### config.mk
export PLATFORM = sky130hd
export DESIGN_NAME = rcz_cell
export DESIGN_NICKNAME = d
export VERILOG_FILES = /design/src/rtl/core/rcz_pkg.sv /design/src/rtl/core/rcz_cell.sv
export SDC_FILE = /design/constraint.sdc
export NUM_CORES = 2
export LEC_CHECK = 0
export ABC_AREA = 0
export ABC_CLOCK_PERIOD_IN_PS = 11400
export BUFFER_PORTS_ARGS = -buffer_cell sky130_fd_sc_hd__buf_4
export CORE_MARGIN = 5
export CORE_UTILIZATION = 37
export DETAILED_ROUTE_END_ITERATION = 8
export GPL_TIMING_DRIVEN = 1
export PLACE_DENSITY = 0.55
export SYNTH_ARGS = -nofsm -noshare
export SYNTH_HDL_FRONTEND = slang
export SYNTH_SLANG_ARGS = --single-unit
### constraint.sdc
create_clock -name aclk -period 11.4 [get_ports aclk]
set_input_delay 1.71 -clock aclk [delete_from_list [all_inputs] [get_ports aclk]]
set_output_delay 1.71 -clock aclk [all_outputs]
set_load 0.005 [all_outputs]
### src/rtl/core/rcz_pkg.sv
// package for the rgb 3x3 convolution: constants, types and helpers
package rcz_pkg;

    localparam int MAX_WIDTH      = 1024;
    localparam int COEF_FRAC_BITS = 8;
    localparam int CFG_WIDTH      = 48;
    localparam int CFG_INDEX_BITS = 3;
    localparam int PIX_BITS       = 24;
    localparam int TAP_BITS       = 16;
    localparam int SUM_BITS       = 32;

    localparam logic [CFG_INDEX_BITS-1:0] REG_IMAGE_WIDTH   = 3'd0;
    localparam logic [CFG_INDEX_BITS-1:0] REG_IMAGE_HEIGHT  = 3'd1;
    localparam logic [CFG_INDEX_BITS-1:0] REG_KERNEL_TOP    = 3'd2;
    localparam logic [CFG_INDEX_BITS-1:0] REG_KERNEL_MIDDLE = 3'd3;
    localparam logic [CFG_INDEX_BITS-1:0] REG_KERNEL_BOTTOM = 3'd4;

    // one column of the window, top to bottom, as it moves down the cell row
    typedef struct packed {
        logic [PIX_BITS-1:0] top;
        logic [PIX_BITS-1:0] mid;
        logic [PIX_BITS-1:0] bot;
    } column_t;

    // tap masks and tag that travel with a result through the pipeline
    typedef struct packed {
        logic       valid;
        logic [2:0] row_ok;
        logic [2:0] col_ok;
        logic       last;
    } tag_t;

    // clamp an exact Q sum to 0..255 with the fraction dropped
    function automatic logic [7:0] clamp_channel(input logic signed [SUM_BITS-1:0] sum,
                                                 input int frac);
        logic [SUM_BITS-1:0] v;
        begin
            v = SUM_BITS'(sum) >> frac;
            if (sum < 0) clamp_channel = 8'd0;
            else if (v > SUM_BITS'(255)) clamp_channel = 8'd255;
            else clamp_channel = v[7:0];
        end
    endfunction

endpackage

### src/rtl/core/rcz_cell.sv
// one window cell: holds one column, multiplies by its three taps
module rcz_cell (
    input  logic                              aclk,
    input  logic                              shift_en,
    input  logic                              mul_en,
    input  rcz_pkg::column_t                  col_in,
    output rcz_pkg::column_t                  col_out,
    input  logic [2:0]                        row_ok,
    input  logic                              col_ok,
    input  logic signed [rcz_pkg::TAP_BITS-1:0] tap_top,
    input  logic signed [rcz_pkg::TAP_BITS-1:0] tap_mid,
    input  logic signed [rcz_pkg::TAP_BITS-1:0] tap_bot,
    output logic signed [rcz_pkg::SUM_BITS-1:0] part_sum [3]
);
    rcz_pkg::column_t col_reg;
    logic signed [rcz_pkg::SUM_BITS-1:0] part_reg [3];
    logic signed [rcz_pkg::SUM_BITS-1:0] part_next [3];

    always_comb begin
        logic signed [rcz_pkg::SUM_BITS-1:0] acc;
        for (int ch = 0; ch < 3; ch++) begin
            acc = '0;
            if (col_ok && row_ok[0])
                acc = acc + $signed({1'b0, col_reg.top[8*ch +: 8]}) * tap_top;
            if (col_ok && row_ok[1])
                acc = acc + $signed({1'b0, col_reg.mid[8*ch +: 8]}) * tap_mid;
            if (col_ok && row_ok[2])
                acc = acc + $signed({1'b0, col_reg.bot[8*ch +: 8]}) * tap_bot;
            part_next[ch] = acc;
        end
    end

    always_ff @(posedge aclk) begin
        if (shift_en) col_reg <= col_in;
        if (mul_en) part_reg <= part_next;
    end

    assign col_out  = col_reg;
    assign part_sum = part_reg;
endmodule

==> impl_table.tex <==
\begin{tabular}{lr}
\hline
Metric & Value \\
\hline
\multicolumn{2}{l}{\textbf{Routing}} \\
\quad Avg WL per Cell & around 20 um \\
\quad Vias/cell & 5.03 \\
\quad Final routed DRC violation total & 0 \\
\quad Vias & 42900 \\
\quad TritonRoute pass-1 iters & 5 \\
\quad Post-Route WL & roughly 170000 um \\
\quad DRT iter0 DRCs & 2469 \\
\quad Antenna-violating nets left & 0 \\
\multicolumn{2}{l}{\textbf{Floorplan}} \\
\quad Die Area & approximately 160000 sq um \\
\quad Height of the chip & between 300 and 400 um \\
\quad Total core area & between 100000 and 150000 sq um \\
\quad Width of the die & 397 um \\
\quad Ports & 295 \\
\quad Initial standard-cell utilization of the core & 37.3\% \\
\quad Number of standard-cell rows in the floorplan & 141 \\
\multicolumn{2}{l}{\textbf{Clock tree}} \\
\quad Clock transition time at the flip-flop clock pins of the worst setup and hold paths & roughly 0.1 ns \\
\quad TritonCTS clock tree & yes \\
\quad Worst-Skew Late Latency & 0.57 ns \\
\quad H-tree Lvls & 4 \\
\quad CTS Root Cell & sky130\_fd\_sc\_hd\_\_clkbuf\_16 \\
\quad Buffer depth of the longest clock path & 2 \\
\quad Num Clock Sinks & 168 \\
\quad Total CTS buffers & 17 \\
\multicolumn{2}{l}{\textbf{Setup path}} \\
\quad Required time at the worst-slack endpoint & around 12 ns \\
\quad Number of cells on the worst reg-to-reg path & 39 \\
\quad Most frequent cell on the critical path & sky130\_fd\_sc\_hd\_\_buf\_4 \\
\quad R2R setup slack & around 0.90 ns \\
\quad Critical setup path kind & in -> reg \\
\quad R2r startpoint & col\_out[65] \\
\quad Crit start category & input pin \\
\quad Arrival time reported for the critical path endpoint & about 11 ns \\
\quad Worst-path fanout max & 13 \\
\quad Crit-path max cell delay & approximately 0.57 ns \\
\quad Critical path endpoint category & flip-flop \\
\quad Crit Reg-Reg Endpoint & part\_sum[30] \\
\quad Cell with the largest stage delay on the worst path & sky130\_fd\_sc\_hd\_\_fa\_1 \\
\multicolumn{2}{l}{\textbf{STA}} \\
\quad Final critical delay including setup and external delays & between 10 and 15 ns \\
\quad RSZ-0062 raised after global routing & no \\
\quad Slew Limit Headroom & between 20\% and 30\% \\
\quad Final worst-path cycle share & between 90\% and 100\% \\
\quad Number of setup violations in the final report & 0 \\
\quad Transition at the pin with the smallest max-transition slack & 1.12 ns \\
\quad Max Slew Vio Count & 0 \\
\quad Hold violation count in the final report & 0 \\
\quad Max frequency & between 0.09 and 0.1 GHz \\
\quad Worst clock skew on the final layout & 0.0318 ns \\
\quad Setup TNS & 0 ns \\
\multicolumn{2}{l}{\textbf{Logic synthesis}} \\
\quad Primary flip-flop cell chosen by synthesis mapping & sky130\_fd\_sc\_hd\_\_edfxtp\_1 \\
\quad Average footprint of a synthesized cell & approximately 9.0 sq um \\
\quad Post-Syn Nets & around 7900 \\
\quad Seq cells post-synth & between 150 and 200 \\
\quad Number of distinct standard cells referenced by the synthesized netlist & 91 \\
\quad Share of flip-flops with an asynchronous set or reset after synthesis & 0\% \\
\quad Sequential-to-total area share from yosys stat & a little under a tenth \\
\quad Post-Synthesis Cells & 6157 \\
\quad Yosys warns & 0 \\
\quad Number of enable flip-flop cells after synthesis & about 170 \\
\quad Combined area of all synthesized cells & between 50000 and 60000 sq um \\
\multicolumn{2}{l}{\textbf{Final layout}} \\
\quad Area growth, synth to finish & 13.0\% \\
\quad Commonest non-fill, non-tap cell in the layout & sky130\_fd\_sc\_hd\_\_inv\_1 \\
\quad Final net count & 8334 \\
\quad Non-filler cells, final & 8538 \\
\quad Most frequent cells in the layout & sky130\_fd\_sc\_hd\_\_inv\_1, sky130\_fd\_sc\_hd\_\_fa\_1, sky130\_fd\_sc\_hd\_\_nand2\_1 \\
\quad Ratio of cells with drive above 1 in the final layout & a little under an eighth \\
\multicolumn{2}{l}{\textbf{Global route}} \\
\quad Number of antenna violations at the first check in global routing & 9 \\
\quad Pin count of the biggest net entering global routing & 80 \\
\quad Global-route usage over all layers & a little over a fifth \\
\quad Via count of the first global-routing pass & 45600 \\
\quad First-pass GRT wire length & 266000 um \\
\quad Remaining global-route overflow & 0 \\
\multicolumn{2}{l}{\textbf{Job}} \\
\quad Max-capacitance violation count & 0 \\
\multicolumn{2}{l}{\textbf{Min path}} \\
\quad Worst hold path endpoint & col\_out[4] \\
\quad Hold path depth & 1 \\
\quad Origin of the worst min-delay path & col\_in[4] \\
\quad Class of the tightest hold or removal check & in -> reg \\
\multicolumn{2}{l}{\textbf{Outcome}} \\
\quad Outcome & complete, no violations \\
\multicolumn{2}{l}{\textbf{Place}} \\
\quad Routability cong. & around 0.91 \\
\quad Buffers added on ports & just under 300 \\
\quad Number of placed instances, taps included & roughly 8500 \\
\quad Final HPWL from detailed placement & 141000 um \\
\hline
\end{tabular}
-- critical path, delay by kind of cell --
kind                       cells  cell delay (ns)
and+or+nand+nor                5             0.64
xor gates and xnor gates       2             0.37
adders and majority gates     10             3.90
AOI/OAI and AO/OA             16             2.64
muxes                          2             0.47
buffers and inverters         11             1.48
-- per-layer routing --
metal | track usage (%) | up-vias | routed length [um] | part of all wire (%)
li1 | - | 19700 | - | -
met1 | 29.9 | 22100 | 75600 | 45
met2 | 36.8 | 1002 | 80000 | 47
met3 | 3.60 | 177 | 9510 | 5.6
met4 | 5.38 | 2 | 4360 | 2.6
met5 | 0 | - | 13 | 0.0077
-- stage by stage --
stage	hold slack, ns	util [%]	cell area (sq um)	worst slack [ns]
2_1_floorplan	0.918	-	55300	0.590
3_3_place_gp	1.41	41.6	61700	-0.520
3_5_place_dp	1.41	41.6	61700	-0.442
4_1_cts	1.24	42.1	62400	0.111
5_1_grt	1.26	42.2	62500	0.00595
6_report	1.31	42.2	62500	0.459
-- final cells by class --
type | count | area [sq um]
multi-input combinational | 4322 | 44100
clock buffer | 17 | 425
fill | 14800 | 85700
antenna | 2 | 5.00
clock inverter | 15 | 233
tap | 1930 | 2410
inverter | 1450 | 5440
timing repair buffer | 634 | 4820
sequential | 168 | 5040
-- cells in the mapped netlist (all sizes together), types with 14 or more instances --
| master | number | area share [%] |
|---|---|---|
| or3 | 14 | 0.16 |
| and2 | 656 | 7.4 |
| o21a | 43 | 0.58 |
| a211oi | 28 | 0.39 |
| xnor2 | 122 | 1.9 |
| fa | 1086 | 39 |
| nor3 | 38 | 0.35 |
| nand3 | 33 | 0.30 |
| edfxtp | 168 | 9.1 |
| nor2 | 185 | 1.3 |
| a21o | 96 | 1.3 |
| o21ai | 174 | 1.6 |
| ha | 528 | 12 |
| a21oi | 219 | 2.0 |
| o21bai | 27 | 0.37 |
| nand2b | 23 | 0.26 |
| and3 | 15 | 0.17 |
| mux2 | 35 | 0.72 |
| clkbuf | 206 | 1.4 |
| a31oi | 25 | 0.36 |
| xor2 | 71 | 1.1 |
| inv | 1450 | 9.8 |
| nand2 | 682 | 4.6 |
| nor2b | 22 | 0.25 |
-- worst max-delay path by stage --
stage / from / end / cells past startpoint
after floorplan: tap_top[8] / part_sum[28] / 39
after global placement: tap_top[4] / part_sum[62] / 44
after detailed placement: tap_top[4] / part_sum[62] / 44
after CTS: tap_top[4] / part_sum[62] / 44
after global routing: tap_top[4] / part_sum[62] / 46
final: tap_top[4] / part_sum[62] / 46
-- timing repair --
item / in CTS / in global routing
resized for setup: 0 / 33
endpoints found under the setup margin: 0 / 13
hold buffers: 0 / 0
buffers inserted: 0 / 0
-- registers in the layout, summed over array words and instances, names as in the netlist --
name      flops
col_out      72
part_sum     96
-- cells by family (layout without fill, tap and decap cells) --
logic type      count (synthesis)  in the layout  share of synthesized area, %
other cells                     0              2                             0
simple gates                 1711           1711                          15.4
mux                            46             46                         0.919
compound gates                758            758                          8.93
fa+ha+maj                    1614           1614                          51.3
flops                         168            168                          9.12
xor+xnor                      193            193                          3.06
buf+inv                      1667           2116                          11.3
Power is not shown: default switching activity piles up to over one toggle a cycle in this logic, so the estimate is an artifact.
